==> config.mk <==
export PLATFORM = sky130hd
export DESIGN_NAME = mf3s_queue
export DESIGN_NICKNAME = d
export VERILOG_FILES = /design/src/rtl/mf3s_pkg.sv /design/src/rtl/mf3s_queue.sv
export SDC_FILE = /design/constraint.sdc
export NUM_CORES = 1
export LEC_CHECK = 0
export BUFFER_PORTS_ARGS = -buffer_cell sky130_fd_sc_hd__buf_2
export CAP_MARGIN = 20
export CORE_MARGIN = 3
export CORE_UTILIZATION = 40
export DETAILED_ROUTE_END_ITERATION = 12
export MAX_ROUTING_LAYER = met4
export PLACE_DENSITY = 0.65
export SYNTH_ARGS = -nofsm -noshare
export SYNTH_HDL_FRONTEND = slang
export SYNTH_SLANG_ARGS = --single-unit
==> constraint.sdc <==
create_clock -name aclk -period 4.04 [get_ports aclk]
set_input_delay 0.606 -clock aclk [delete_from_list [all_inputs] [get_ports aclk]]
set_output_delay 0.606 -clock aclk [all_outputs]
set_load 0.02 [all_outputs]
==> src/rtl/mf3s_pkg.sv <==
// Shared types, constants and median network stages of the 3x3 median filter.
package mf3s_pkg;

    localparam int PIXEL_W       = 8;
    localparam int WIDTH_W       = 13;
    localparam int HEIGHT_W      = 16;
    localparam int CFG_DATA_W    = 16;
    localparam int MAX_WIDTH_DEF = 4096;
    localparam int QUEUE_DEPTH   = 4;
    localparam int LEVEL_W       = $clog2(QUEUE_DEPTH + 1);
    localparam int QPTR_W        = (QUEUE_DEPTH > 1) ? $clog2(QUEUE_DEPTH) : 1;

    localparam logic [0:0] REG_IMAGE_WIDTH  = 1'd0;
    localparam logic [0:0] REG_IMAGE_HEIGHT = 1'd1;

    // 3 columns x 3 rows; index = column * 3 + row, column 0 oldest, row 0 top
    typedef logic [8:0][PIXEL_W-1:0] pix9_t;

    typedef struct packed {
        logic [PIXEL_W-1:0] pixel;
        logic [PIXEL_W-1:0] above;
        logic [PIXEL_W-1:0] two_above;
        logic               emit;
        logic               interior;
        logic               eof;
    } q_entry_t;

    // compare and exchange: p[i] ends up the smaller one
    function automatic pix9_t cx(input pix9_t p, input logic [3:0] i, input logic [3:0] j);
        pix9_t r;
        r = p;
        if (p[i] > p[j]) begin
            r[i] = p[j];
            r[j] = p[i];
        end
        return r;
    endfunction

    // sort each group of three
    function automatic pix9_t med_stage1(input pix9_t p);
        pix9_t r;
        r = p;
        r = cx(r, 4'd1, 4'd2);
        r = cx(r, 4'd4, 4'd5);
        r = cx(r, 4'd7, 4'd8);
        r = cx(r, 4'd0, 4'd1);
        r = cx(r, 4'd3, 4'd4);
        r = cx(r, 4'd6, 4'd7);
        r = cx(r, 4'd1, 4'd2);
        r = cx(r, 4'd4, 4'd5);
        r = cx(r, 4'd7, 4'd8);
        return r;
    endfunction

    // max of mins, min of maxes, median of medians
    function automatic pix9_t med_stage2(input pix9_t p);
        pix9_t r;
        r = p;
        r = cx(r, 4'd0, 4'd3);
        r = cx(r, 4'd5, 4'd8);
        r = cx(r, 4'd4, 4'd7);
        r = cx(r, 4'd3, 4'd6);
        r = cx(r, 4'd1, 4'd4);
        r = cx(r, 4'd2, 4'd5);
        r = cx(r, 4'd4, 4'd7);
        return r;
    endfunction

    // median lands in element 4
    function automatic pix9_t med_stage3(input pix9_t p);
        pix9_t r;
        r = p;
        r = cx(r, 4'd4, 4'd2);
        r = cx(r, 4'd6, 4'd4);
        r = cx(r, 4'd4, 4'd2);
        return r;
    endfunction

endpackage

==> src/rtl/mf3s_queue.sv <==
// Short queue that decouples the front end from the median back end.
module mf3s_queue (
    input  logic                          aclk,
    input  logic                          aresetn,
    input  logic                          push,
    input  mf3s_pkg::q_entry_t            push_entry,
    input  logic                          pop,
    output logic                          head_valid,
    output mf3s_pkg::q_entry_t            head_entry,
    output logic [mf3s_pkg::LEVEL_W-1:0]  level
);
    import mf3s_pkg::*;

    q_entry_t           slot_reg [QUEUE_DEPTH];
    logic [QPTR_W-1:0]  wr_ptr_reg, wr_ptr_next;
    logic [QPTR_W-1:0]  rd_ptr_reg, rd_ptr_next;
    logic [LEVEL_W-1:0] level_reg;

    assign wr_ptr_next = (wr_ptr_reg == QPTR_W'(QUEUE_DEPTH - 1)) ? '0 : wr_ptr_reg + 1'b1;
    assign rd_ptr_next = (rd_ptr_reg == QPTR_W'(QUEUE_DEPTH - 1)) ? '0 : rd_ptr_reg + 1'b1;

    always_ff @(posedge aclk) begin
        if (!aresetn) begin
            wr_ptr_reg <= '0;
            rd_ptr_reg <= '0;
            level_reg  <= '0;
        end else begin
            if (push) begin
                wr_ptr_reg <= wr_ptr_next;
            end
            if (pop) begin
                rd_ptr_reg <= rd_ptr_next;
            end
            if (push && !pop) begin
                level_reg <= level_reg + 1'b1;
            end else if (pop && !push) begin
                level_reg <= level_reg - 1'b1;
            end
        end
    end

    always_ff @(posedge aclk) begin
        if (push) begin
            slot_reg[wr_ptr_reg] <= push_entry;
        end
    end

    assign head_valid = (level_reg != '0);
    assign head_entry = slot_reg[rd_ptr_reg];
    assign level      = level_reg;

    a_no_overflow: assert property (@(posedge aclk) disable iff (!aresetn)
        push && !pop |-> level_reg != LEVEL_W'(QUEUE_DEPTH))
        else $error("queue overflow");

    a_no_underflow: assert property (@(posedge aclk) disable iff (!aresetn)
        pop |-> level_reg != '0)
        else $error("queue underflow");

    a_level_tracks: assert property (@(posedge aclk) disable iff (!aresetn)
        push && !pop |=> level_reg == $past(level_reg) + 1'b1)
        else $error("queue level lost a push");

endmodule

==> flow_summary.yaml, run 1 <==
yosys:
  avgSynthCellArea_um2: 23.9
  async_flop_share_pct: 0
  syn-cell-area_mm2: 0.00440
  netlist_instances: 184
  syn_nets: 222
  synth_edf_count: 108
  ys_ff_latch: 117
  yosysWarnings: 0
  yosysSeqAreaShare_pct: 77.9
  yosysUniqueCellTypes: 21
  ys.flop_type: "edfxtp_1"
die:
  row_count: 37
  design.die.area_mm2: 0.0123
  initial_utilization_pct: 41.8
  die_y_um: 111
  core_mm2: 0.0105
  boundaryPins: 62
  die-width_um: 111
pwr:
  p_int_mw: 2.49
  p_clk_share_pct: 47.0
  power_density_mw_per_mm2: 583
  p_comb_share_pct: 8.1
  seqPwrFrac_pct: 44.9
  peakVddDrop_mv: 0.311
  p_sw_share_pct: 21.1
  switching_power_mw: 0.667
  leakage_nw: 1.91
sta:
  finalSetupViolCount: 0
  drv_slew: 0
  skew_ns: 0.00965
  period_share_pct: 72.4
  tns_ns: 0
  period_needed_ns: 2.93
  max-slew-margin-rel_pct: 34.2
  hold_viol: 0
  max_freq_ghz: 0.342
  rsz0062_at_grt: "no"
  worst_pin_slew_ns: 0.988
  worst_slack_ns: 1.11
placed_design:
  pre_cts_slack_ns: 1.55
  gp_congestion: 0.658
  hpwl_mm: 4.44
  portBuffers: 61
hold_path:
  whs_endpoint: "slot_reg[0][22]"
  min_path_type: "input pin to register"
  holdCritStartpoint: "push_entry[22]"
  hold_path_depth: 1
layout:
  final_common_cell: "edfxtp_1"
  nets: 297
  mostFrequentLayoutCells: "108 x edfxtp_1, 61 x buf_2, 20 x mux4_2"
  drive_gt1_share_pct: 42.6
  area_growth_pct: 23.3
  filler_cell_count: 815
  largest_reg_flops: 108
  antenna_cells: 0
  multiInputGateArea_um2: 896
  regArea_mm2: 0.00342
clock_network:
  cts_max_level: 4
  clk_latency_ns: 0.50
  path_clk_slew_ns: 0.06
  cts-buffers-inserted: 17
  root_buffer: "clkbuf_8"
  cts_resized: 0
  hold_buffers: 0
  cts_max_path_buffers: 2
  cts_tree: "done"
  cts_setup_buffers: 0
  clock_sink_count: 117
setup_path:
  path_max_fanout: 27
  r2r_start: "wr_ptr_reg[0]"
  cp_top_family: "flip-flops"
  worst-setup-path-type: "register to output port"
  worstSetupStartpointType: "register"
  r2r_setup_slack_ns: 2.41
  crit_required_ns: 3.43
  path_cells: "mux4_1 > buf_2"
  critPathBufInv: 1
  crit_slowest_cell: "dfxtp_2"
  worstSetupEndpointType: "output port"
  max_stage_delay_ns: 0.98
  crit_arrival_ns: 2.32
  r2r_end: "slot_reg[0][10]"
  ff2ff_path_depth: 3
routing:
  drt-total-wl_mm: 7.41
  drt_pass1_iterations: 4
  final_antenna_net_count: 0
  wl_per_cell_um: 18.2
  vias: 1998
  via_per_inst: 4.90
  drcViolationCount: 0
  drtIter0Drc: 76
global_route:
  grt_usage_pct: 13.2
  grt_max_degree: 28
  grt_pass1_wl_mm: 11.8
  antenna_found_initial: 0
  grt_overflow_total: 0
  grt_pass1_vias: 2149
outcome:
  status: "finished, final reports clean"
run:
  maxCapViolations: 0
cell families (layout without fill, tap and decap cells):
family          count (synthesis)  after routing  share of synthesized area (%)
flops                         117            117                           77.9
fa+ha+maj                       7              7                           2.16
buf+inv                        10             98                           1.85
mux                            31             31                           15.3
simple gates                   14             14                           1.91
xor+xnor                        2              2                          0.399
compound gates                  3              3                          0.455
Yosys cell counts (2+ instances only):
master,n,share of area (%)
dfxtp_1,9,4.1
mux4_1,7,4.2
edfxtp_1,108,74
and2_1,5,0.71
or3_1,2,0.28
buf_2,3,0.34
inv_1,4,0.34
buf_12,2,0.91
mux2i_1,4,0.91
ha_1,6,1.7
nor2b_1,5,0.71
mux4_2,20,10
worst max-delay path by stage:
stage / cells past startpoint / end / start
after global placement: 2 / head_entry[12] / register
final: 2 / head_entry[10] / register
after global routing: 2 / head_entry[10] / register
after floorplan: 7 / level[2] / pop
after detailed placement: 2 / head_entry[10] / register
after CTS: 2 / head_entry[10] / register
power groups by stage:
stage,clock [mW],combinational (mW),sequential (mW)
final,1.48,0.256,1.42
after global routing,1.57,0.280,1.43
after CTS,1.52,0.262,1.42
after detailed placement,0,0.261,1.45
after global placement,0,0.256,1.44
after floorplan,0,0.180,1.43
final cells by class:
cell class / instances / area share (%)
multi-input combinational: 57 / 16.5
inverter: 4 / 0.277
timing repair buffer: 62 / 5.77
clock inverter: 14 / 3.37
sequential: 117 / 63.2
tap: 136 / 3.14
clock buffer: 18 / 7.71
per-layer routing:
metal	vias up	GRT usage (%)	routed length, µm
li1	921	-	-
met1	1022	15.6	3250
met2	50	20.9	3790
met3	5	4.59	317
met4	0	5.17	59
met5	-	-	0
per-stage QoR:
step	std cells	cell area (µm²)	util (%)	total power, mW	hold slack (ns)
3_3_place_gp	376	4820	45.9	1.70	0.486
6_report	408	5420	51.6	3.16	0.326
2_1_floorplan	184	4400	-	1.61	0.512
3_5_place_dp	376	4820	45.9	1.71	0.516
5_1_grt	408	5420	51.6	3.28	0.311
4_1_cts	408	5420	51.6	3.20	0.294
(Power assumes the default switching activity.)
==> run 2: changes to the inputs <==
==> constraint.sdc (replaced) <==
create_clock -name aclk -period 2.9 [get_ports aclk]
set_input_delay 0.435 -clock aclk [delete_from_list [all_inputs] [get_ports aclk]]
set_output_delay 0.435 -clock aclk [all_outputs]
set_load 0.02 [all_outputs]
==> flow_summary.yaml, run 2 (synthesis gave the netlist of run 1 again) <==
clock_network:
  path_clk_slew_ns: 0.06
  root_buffer: "clkbuf_8"
  cts_resized: 0
  cts_tree: "done"
  cts_setup_buffers: 0
  clk_latency_ns: 0.50
  cts-buffers-inserted: 17
  cts_max_path_buffers: 2
  clock_sink_count: 117
  cts_max_level: 4
  hold_buffers: 0
global_route:
  grt_usage_pct: 13.3
  antenna_found_initial: 0
  grt_max_degree: 28
  grt_pass1_wl_mm: 11.9
  grt_pass1_vias: 2209
  grt_overflow_total: 0
setup_path:
  max_stage_delay_ns: 0.60
  crit_slowest_cell: "mux4_1"
  worst-setup-path-type: "register to output port"
  worstSetupStartpointType: "register"
  crit_arrival_ns: 2.03
  path_max_fanout: 22
  crit_required_ns: 2.47
  path_cells: "buf_12 > mux4_1 > buf_2"
  worstSetupEndpointType: "output port"
layout:
  mostFrequentLayoutCells: "108 x edfxtp_1, 61 x buf_2, 20 x mux4_2"
  area_growth_pct: 24.1
  nets: 298
  drive_gt1_share_pct: 43.6
  final_common_cell: "edfxtp_1"
  largest_reg_flops: 108
  antenna_cells: 0
  fin_cells: 409
die:
  core_mm2: 0.0105
  boundaryPins: 62
  die_y_um: 111
  die-width_um: 111
  initial_utilization_pct: 41.8
  row_count: 37
  design.die.area_mm2: 0.0123
placed_design:
  pre_cts_slack_ns: 0.894
  hpwl_mm: 4.44
  portBuffers: 61
  gp_congestion: 0.653
  dp_cells: 377
sta:
  worst_pin_slew_ns: 0.771
  skew_ns: 0.00563
  tns_ns: 0
  max_freq_ghz: 0.406
  hold_slack_ns: 0.149
  period_share_pct: 84.9
  max-slew-margin-rel_pct: 48.6
  drv_slew: 0
  hold_viol: 0
  rsz0062_at_grt: "no"
  finalSetupViolCount: 0
  worst_slack_ns: 0.439
  period_needed_ns: 2.46
routing:
  drt_pass1_iterations: 4
  drt-total-wl_mm: 7.50
  drcViolationCount: 0
  final_antenna_net_count: 0
  via_per_inst: 5.00
  drtIter0Drc: 102
  vias: 2043
  wl_per_cell_um: 18.3
outcome:
  status: "finished, final reports clean"
pwr:
  p_clk_share_pct: 47.7
  p_int_mw: 3.49
  switching_power_mw: 0.985
  peakVddDrop_mv: 0.364
  seqPwrFrac_pct: 43.8
  p_sw_share_pct: 22.0
  p_comb_share_pct: 8.5
  power_density_mw_per_mm2: 820
  leakage_nw: 1.92
run:
  maxCapViolations: 0
hold_path:
  min_path_type: "input pin to register"
==> run 2: cell types whose count changed in the layout (fill, tap and decap cells not counted), sizes merged <==
cell / change
clkinv: -3
inv: +2
buf: +1
clkinvlp: +1
==> run 2: cell type report <==
cell class	instances	area, µm²
clock buffers	18	418
clock inverters	14	199
fillers	856	5050
inverters	4	15.0
multi-input cells	57	896
flip-flops and latches	117	3420
well taps	136	170
repair buffers	63	333
==> run 2: worst max-delay path: cells and delay by family, from the launching register on <==
family   cells  cell delay (ns)
mux          1             0.60
flops        1             0.47
buf+inv      2             0.43
==> run 2: worst paths after layout <==
path,startpoint,to,slack (ns),cells after the start
hold reg to reg,level[2],level[2],0.53,2
setup / recovery,register,head_entry[23],0.44,3
hold / removal,push_entry[20],slot_reg[3][20],0.15,1
setup reg to reg,wr_ptr_reg[0],slot_reg[3][25],1.27,2
==> run 2: power by group through the flow <==
stage          Combinational, mW  Clock [mW]  Sequential [mW]
6_report                   0.378        2.13             1.96
5_1_grt                    0.414        2.26             1.97
4_1_cts                    0.389        2.17             1.96
3_5_place_dp               0.388           0             2.00
3_3_place_gp               0.382           0             1.99
2_1_floorplan              0.251           0             1.99
==> run 2: metrics by stage <==
stage / power, mW / util, % / instance area [µm²]
2_1_floorplan: 2.24 / - / 4400
3_3_place_gp: 2.38 / 46.0 / 4840
3_5_place_dp: 2.39 / 46.0 / 4840
4_1_cts: 4.53 / 51.9 / 5460
5_1_grt: 4.64 / 51.9 / 5460
6_report: 4.48 / 51.9 / 5460
==> run 2: per-layer routing <==
layer,up-vias,track usage (%),wire length (µm)
met4,0,5.67,95
met3,12,4.59,424
met2,61,20.3,3670
li1,921,-,-
met1,1049,16.3,3320
met5,-,-,0
