**config.mk**
```make
export PLATFORM = sky130hd
export DESIGN_NAME = mf3s_back
export DESIGN_NICKNAME = d
export VERILOG_FILES = /design/src/rtl/mf3s_pkg.sv /design/src/rtl/mf3s_back.sv
export SDC_FILE = /design/constraint.sdc
export NUM_CORES = 1
export LEC_CHECK = 0
export BUFFER_PORTS_ARGS = -buffer_cell sky130_fd_sc_hd__buf_2
export CAP_MARGIN = 20
export CORE_ASPECT_RATIO = 0.9
export CORE_MARGIN = 2
export CORE_UTILIZATION = 45
export DETAILED_ROUTE_END_ITERATION = 16
export GPL_TIMING_DRIVEN = 0
export SYNTH_ARGS = -nofsm -noshare
export SYNTH_HDL_FRONTEND = slang
export SYNTH_SLANG_ARGS = --single-unit
```
**constraint.sdc**
```tcl
create_clock -name aclk -period 5.95 [get_ports aclk]
set_input_delay 0.595 -clock aclk [delete_from_list [all_inputs] [get_ports aclk]]
set_output_delay 0.595 -clock aclk [all_outputs]
set_load 0.01 [all_outputs]
```
**src/rtl/mf3s_pkg.sv**
```systemverilog
// Shared types, constants and median network stages of the 3x3 median filter.
package mf3s_pkg;

    localparam int PIXEL_W       = 8;
    localparam int WIDTH_W       = 13;
    localparam int HEIGHT_W      = 16;
    localparam int CFG_DATA_W    = 16;
    localparam int MAX_WIDTH_DEF = 4096;
    localparam int QUEUE_DEPTH   = 4;
    localparam int LEVEL_W       = $clog2(QUEUE_DEPTH + 1);
    localparam int QPTR_W        = (QUEUE_DEPTH > 1) ? $clog2(QUEUE_DEPTH) : 1;

    localparam logic [0:0] REG_IMAGE_WIDTH  = 1'd0;
    localparam logic [0:0] REG_IMAGE_HEIGHT = 1'd1;

    // 3 columns x 3 rows; index = column * 3 + row, column 0 oldest, row 0 top
    typedef logic [8:0][PIXEL_W-1:0] pix9_t;

    typedef struct packed {
        logic [PIXEL_W-1:0] pixel;
        logic [PIXEL_W-1:0] above;
        logic [PIXEL_W-1:0] two_above;
        logic               emit;
        logic               interior;
        logic               eof;
    } q_entry_t;

    // compare and exchange: p[i] ends up the smaller one
    function automatic pix9_t cx(input pix9_t p, input logic [3:0] i, input logic [3:0] j);
        pix9_t r;
        r = p;
        if (p[i] > p[j]) begin
            r[i] = p[j];
            r[j] = p[i];
        end
        return r;
    endfunction

    // sort each group of three
    function automatic pix9_t med_stage1(input pix9_t p);
        pix9_t r;
        r = p;
        r = cx(r, 4'd1, 4'd2);
        r = cx(r, 4'd4, 4'd5);
        r = cx(r, 4'd7, 4'd8);
        r = cx(r, 4'd0, 4'd1);
        r = cx(r, 4'd3, 4'd4);
        r = cx(r, 4'd6, 4'd7);
        r = cx(r, 4'd1, 4'd2);
        r = cx(r, 4'd4, 4'd5);
        r = cx(r, 4'd7, 4'd8);
        return r;
    endfunction

    // max of mins, min of maxes, median of medians
    function automatic pix9_t med_stage2(input pix9_t p);
        pix9_t r;
        r = p;
        r = cx(r, 4'd0, 4'd3);
        r = cx(r, 4'd5, 4'd8);
        r = cx(r, 4'd4, 4'd7);
        r = cx(r, 4'd3, 4'd6);
        r = cx(r, 4'd1, 4'd4);
        r = cx(r, 4'd2, 4'd5);
        r = cx(r, 4'd4, 4'd7);
        return r;
    endfunction

    // median lands in element 4
    function automatic pix9_t med_stage3(input pix9_t p);
        pix9_t r;
        r = p;
        r = cx(r, 4'd4, 4'd2);
        r = cx(r, 4'd6, 4'd4);
        r = cx(r, 4'd4, 4'd2);
        return r;
    endfunction

endpackage

```
**src/rtl/mf3s_back.sv**
```systemverilog
// Back end: shifts the 3x3 window, runs the pipelined median network, holds the result.
module mf3s_back (
    input  logic                          aclk,
    input  logic                          aresetn,
    input  logic                          q_valid,
    input  mf3s_pkg::q_entry_t            q_head,
    output logic                          q_pop,
    output logic                          m_tvalid,
    input  logic                          m_tready,
    output logic [mf3s_pkg::PIXEL_W-1:0]  m_pixel,
    output logic                          m_eof
);
    import mf3s_pkg::*;

    pix9_t              window_reg, window_next;
    logic               b0_valid_reg, b0_interior_reg, b0_eof_reg;
    pix9_t              s1_p_reg;
    logic [PIXEL_W-1:0] s1_center_reg;
    logic               s1_valid_reg, s1_interior_reg, s1_eof_reg;
    pix9_t              s2_p_reg;
    logic [PIXEL_W-1:0] s2_center_reg;
    logic               s2_valid_reg, s2_interior_reg, s2_eof_reg;
    pix9_t              s3_p;
    logic               out_valid_reg;
    logic [PIXEL_W-1:0] out_pixel_reg;
    logic               out_eof_reg;
    logic               adv;

    // the whole back end moves only when the output register can take a result
    assign adv   = !out_valid_reg || m_tready;
    assign q_pop = adv && q_valid;

    // drop the oldest column, append {two above, above, current}
    assign window_next = {q_head.pixel, q_head.above, q_head.two_above, window_reg[8:3]};
    assign s3_p        = med_stage3(s2_p_reg);

    always_ff @(posedge aclk) begin
        if (!aresetn) begin
            window_reg    <= '0;
            b0_valid_reg  <= 1'b0;
            s1_valid_reg  <= 1'b0;
            s2_valid_reg  <= 1'b0;
            out_valid_reg <= 1'b0;
        end else begin
            if (adv) begin
                b0_valid_reg  <= q_pop && q_head.emit;
                s1_valid_reg  <= b0_valid_reg;
                s2_valid_reg  <= s1_valid_reg;
                out_valid_reg <= s2_valid_reg;
            end
            if (q_pop) begin
                window_reg <= window_next;
            end
        end
    end

    always_ff @(posedge aclk) begin
        if (adv) begin
            if (q_pop) begin
                b0_interior_reg <= q_head.interior;
                b0_eof_reg      <= q_head.eof;
            end
            s1_p_reg        <= med_stage1(window_reg);
            s1_center_reg   <= window_reg[4];
            s1_interior_reg <= b0_interior_reg;
            s1_eof_reg      <= b0_eof_reg;
            s2_p_reg        <= med_stage2(s1_p_reg);
            s2_center_reg   <= s1_center_reg;
            s2_interior_reg <= s1_interior_reg;
            s2_eof_reg      <= s1_eof_reg;
            out_pixel_reg   <= s2_interior_reg ? s3_p[4] : s2_center_reg;
            out_eof_reg     <= s2_eof_reg;
        end
    end

    assign m_tvalid = out_valid_reg;
    assign m_pixel  = out_pixel_reg;
    assign m_eof    = out_eof_reg;

endmodule

```
==> metrics.txt, run 1 <==
status complete, no violations; crit path from window_next[13]; Routed Antenna Nets 0; Worst-path clk slew 0.06 ns; DP Wirelength 27200 um; post-synthesis adder-cell area fraction 13.9%; Synth Area in Compound Gates 18.5%; Top Ports 42; First DRT Iteration DRCs 686; crit path max fanout 10; vias in the first global route 10.0k; hold path startpoint q_head[1]; Worst VDD drop 0.000652 V; max reg flops 72; xor/xnor share of the synthesized area 0%; Syn Inst Count 1432; R2R setup slack 0.25 ns; H-tree levels 1; fraction of layout cells with a size suffix above 1 15.0%; static leakage 6.53 nW; Final period util 95.8%; Power Total 9.69 mW; clk buf depth 3; GRT overflow 0; reg2reg start window_next[13]; width of the die 187 um; full die area 0.0316 sq mm; FMAX 175 MHz; post-synth top area share 28.1%; HP Class primary input to register; Setup crit start kind register; Synth Net Count 1614; Cell Pwr Density 624 mW/mm^2; largest family of logic cells by synthesized area compound AO/OA/AOI/OAI gates; slowest CP cell dfxtp_1; CTS Buf Count 23; largest net degree at the start of global routing 110; Residual DRC 0; via count 10.6k; vias per inst 5.47; row cnt 60; chip height 169 um; ys flop type edfxtp_1; syn_area_per_cell 9.49 sq um; DR pass1 iterations 5; clk_lat worst skew 0.52 ns; CTS Sinks 203; Distinct cells, synth 62; fraction of registers with async set/reset 0%; n_diodes 0; Post-synth EDFFs 127; Post-Synth Simple-Gate Area 13.9%; Setup crit end kind register; Yosys reg bits 203; synth top area cells edfxtp_1 (28%), ha_1 (14%), dfxtp_1 (11%); final WL 35400 um; Worst Max-Slew Pin Slew 0.925 ns; CTS Root Cell clkbuf_16; filler instances 2786; commonest non-fill, non-tap cell in the layout nand2_1; Seq/Total Area, Yosys 39.3%; Max-slew headroom 38.3%; Yosys warnings 0; first-pass GRT wire length 55000 um; Top delay family on crit path compound AO/OA/AOI/OAI gates; Hold Fails Final Rpt 0; initial antenna violation count 3; PortBufs 40; Req. time, crit path 6.29 ns; crit path DAT 6.04 ns; max-cap violation count 0; area delta synth->final 14.3%; Clock Skews 0.0146 ns; post-route insts no fill 1941; Routed WL per cell 18.2 um; placed cells 1876; initial core utilization 45.6%; GRT Overall Usage 22.1%; placer congestion estimate 0.917; multiplexer area fraction after synthesis 9.20%; cell mode on critical path o21a_1; final setup vio count 0; CTS tree yes; Pins Over Slew Limit 0; most frequent cells in the layout nand2_1 (187), ha_1 (151), edfxtp_1 (127); critical path type register to register; Worst path max stage delay 0.53 ns; fin nets 1703; CTS Hold Bufs 0; Tmin final 5.70 ns; buffer and inverter count on the worst path 4; core area 0.0298 sq mm; leading area contributor after synthesis edfxtp_1; Post-Syn Area 0.0136 sq mm
metrics by stage:
stage	cell area (sq um)	setup TNS, ns	setup WS [ns]	utilization [%]	hold slack [ns]
finish	15500	0	0.251	52.1	0.250
global route	15500	-0.293	-0.0469	52.1	0.232
CTS	15200	0	0.0308	51.0	0.235
detailed placement	14300	-8.04	-0.352	48.1	0.405
global placement	14300	-68.48	-1.73	47.9	0.401
floorplan	13600	0	0.735	-	0.400
synth_stat cells (all sizes together), types with 5 or more instances:
cell,number
a21boi,75
a21o,30
a21oi,47
a221oi,8
and3,20
buf,19
clkbuf,30
dfxtp,76
edfxtp,127
ha,151
inv,132
mux2,36
mux2i,84
nand2,189
nand2b,41
nand3,20
nand4,16
nor2,72
nor2b,34
o21a,38
o21ai,126
o21bai,5
o221a,16
o221ai,7
o31ai,5
final cells by class:
class / instances / area [sq um] / area share (%)
multi-input combinational: 1047 / 7680 / 49.5
sequential: 203 / 5350 / 34.5
tap: 403 / 504 / 3.25
clock buffer: 33 / 684 / 4.41
timing repair buffer: 65 / 412 / 2.65
inverter: 132 / 500 / 3.22
clock inverter: 9 / 128 / 0.822
buffer: 49 / 268 / 1.72
where the power goes:
part	switching, mW	internal, mW	total (mW)
registers	0.228	2.01	2.24
clock network	0.574	0.930	1.50
logic	3.34	2.60	5.95
total	4.14	5.55	9.69
cell families (layout without fill, tap and decap cells):
kind of cell / after synthesis / in the layout
DFF: 203 / 203
AOI/OAI and AO/OA: 371 / 371
buffers and inverters: 182 / 288
and+or+nand+nor: 405 / 405
adders and majority gates: 151 / 151
muxes: 120 / 120
final timing paths:
kind | depth (start not counted) | to
setup / recovery | 27 | s1_p_reg[36]
hold / removal | 1 | b0_interior_reg
setup reg to reg | 27 | s1_p_reg[36]
hold reg to reg | 0 | s2_interior_reg
repair_timing:
item                                   in CTS  in global routing
cloned                                      0                  1
setup endpoints to repair                  42                 64
endpoints found under the hold margin       0                  0
resized for setup                          18                 66
pin swaps                                   0                 13
buffers inserted                            0                 23
per-layer routing:
layer / up-vias / share of wire [%] / global-route usage, %
met5: - / 0 / 0
met4: 0 / 2.9 / 6.11
met3: 59 / 4.4 / 2.63
met2: 237 / 45 / 36.4
met1: 5013 / 48 / 30.8
li1: 5303 / - / -
No activity file was read; power rests on OpenSTA's default activity.
==> inputs of run 2 (changes only) <==
--- a/config.mk
+++ b/config.mk
@@ -12,6 +12,7 @@
 export CORE_UTILIZATION = 45
 export DETAILED_ROUTE_END_ITERATION = 16
 export GPL_TIMING_DRIVEN = 0
+export REMOVE_ABC_BUFFERS = 1
 export SYNTH_ARGS = -nofsm -noshare
 export SYNTH_HDL_FRONTEND = slang
 export SYNTH_SLANG_ARGS = --single-unit
==> run 2 against run 1 <==
Compared with the run above: global-route usage is 0.28 points lower; clock power increased by 3%; final area decreased by 0.34%; maximum frequency is 0.25% higher; critical endpoint is now s1_p_reg[34].
==> metrics.txt, run 2 (synthesis results as in run 1) <==
status complete, no violations; Setup crit start kind register; FMAX 176 MHz; GRT overflow 0; reg2reg start window_next[17]; DP Wirelength 25700 um; width of the die 187 um; chip height 169 um; placer congestion estimate 0.891; vias per inst 5.49; crit path DAT 5.98 ns; CTS Sinks 203; Tmin final 5.68 ns; Worst VDD drop 0.000596 V; Hold Fails Final Rpt 0; H-tree levels 1; slowest CP cell dfxtp_2; static leakage 6.47 nW; hold path startpoint q_head[1]; crit path max fanout 25; first-pass GRT wire length 54300 um; CTS Root Cell clkbuf_16; core area 0.0298 sq mm; HP Class primary input to register; area delta synth->final 13.9%; initial antenna violation count 1; vias in the first global route 9863; R2R setup slack 0.27 ns; Top Ports 42; filler instances 2809; GRT met3 Usage 3.17%; clk buf depth 3; PortBufs 41; R2R depth 30; First DRT Iteration DRCs 793; DR pass1 iterations 5; placed cells 1833; Worst-path clk slew 0.06 ns; most frequent cells in the layout nand2_1 (186), ha_1 (151), edfxtp_1 (127); Cells on Worst Hold Path 1; Max-slew headroom 38.5%; worst r2r dst s1_p_reg[34]; critical path type register to register; Clock Skews 0.0243 ns; GR Util met1 30.8%; Cell Pwr Density 605 mW/mm^2; Routed Antenna Nets 0; Final period util 95.5%; fin nets 1663; CTS Hold Bufs 0; Residual DRC 0; GRT Overall Usage 21.8%; clk_lat worst skew 0.52 ns; Worst path max stage delay 0.41 ns; full die area 0.0316 sq mm; Setup crit end kind register; Req. time, crit path 6.24 ns; via count 10.4k; largest net degree at the start of global routing 86; met2 Use GR 35.6%; setup TNS 0 ns; Routed WL per cell 18.3 um; row cnt 60; fraction of layout cells with a size suffix above 1 13.8%; post-route insts no fill 1900; commonest non-fill, non-tap cell in the layout nand2_1; CTS tree yes; cell mode on critical path o21a_1; hold endpoint b0_interior_reg; CTS Buf Count 23; Worst Max-Slew Pin Slew 0.923 ns; Pins Over Slew Limit 0; max-cap violation count 0; max reg flops 72; n_diodes 0; gr busiest metal met2; final WL 34700 um; final setup vio count 0; initial core utilization 45.6%
run 2: cell count changes in the layout (fill, tap and decap cells not counted), sizes merged:
| cell | previous run | this run |
|---|---|---|
| o22ai | 3 | 5 |
| clkdlybuf4s25 | 1 | 0 |
| buf | 84 | 70 |
| clkinv | 5 | 4 |
| clkbuf | 61 | 29 |
| o21ai | 126 | 127 |
| o31ai | 5 | 6 |
| inv | 133 | 134 |
| clkdlybuf4s15 | 1 | 0 |
| bufinv | 3 | 5 |
| clkinvlp | 0 | 1 |
run 2: report_power, final:
part / switching [mW] / internal [mW]
Combinational: 3.13 / 2.43
Sequential: 0.238 / 2.01
Clock: 0.569 / 0.979
run 2: metrics by stage:
| stage | util (%) | total power, mW | cell area (sq um) | worst slack (ns) | hold WS [ns] |
|---|---|---|---|---|---|
| 2_1_floorplan | - | 6.23 | 13400 | -1.90 | 0.400 |
| 3_3_place_gp | 47.2 | 7.38 | 14100 | -4.39 | 0.401 |
| 3_5_place_dp | 47.9 | 7.50 | 14300 | -1.49 | 0.405 |
| 4_1_cts | 51.3 | 9.26 | 15300 | 0.0200 | 0.248 |
| 5_1_grt | 51.9 | 10.1 | 15500 | -0.0473 | 0.256 |
| 6_report | 51.9 | 9.36 | 15500 | 0.265 | 0.271 |
run 2: worst max-delay path by stage:
stage / start / end
4_1_cts: window_reg[17] / s1_p_reg[9]
5_1_grt: window_reg[17] / s1_p_reg[10]
3_3_place_gp: m_tready / q_pop
2_1_floorplan: window_next[17] / s1_p_reg[32]
6_report: window_next[17] / s1_p_reg[34]
3_5_place_dp: window_next[8] / s1_p_reg[38]
run 2: area by class of cell:
| class | instances | area [sq um] | share of cell area [%] |
|---|---|---|---|
| multi-input combinational | 1051 | 7750 | 50.1 |
| clock inverter | 12 | 189 | 1.22 |
| sequential | 203 | 5350 | 34.6 |
| timing repair buffer | 70 | 536 | 3.46 |
| clock buffer | 29 | 641 | 4.14 |
| inverter | 132 | 500 | 3.23 |
| tap | 403 | 504 | 3.26 |
run 2: layer usage:
layer	vias to the layer above	wire length [um]
li1	5236	-
met1	4911	16600
met2	236	15600
met3	53	1800
met4	0	743
met5	-	0
run 2: repair_timing:
action | CTS | global route
pin swaps | 5 | 6
setup buffers | 12 | 9
resized for setup | 8 | 29
endpoints found under the setup margin | 56 | 61
cloned | 3 | 1
run 2: critical path: cells and delay by family, from the launching register on:
| kind | cells | cell delay, ns |
|---|---|---|
| mux | 1 | 0.16 |
| simple gates | 5 | 0.58 |
| compound gates | 15 | 2.69 |
| buf+inv | 6 | 0.90 |
| fa+ha+maj | 3 | 0.71 |
| flops | 1 | 0.41 |
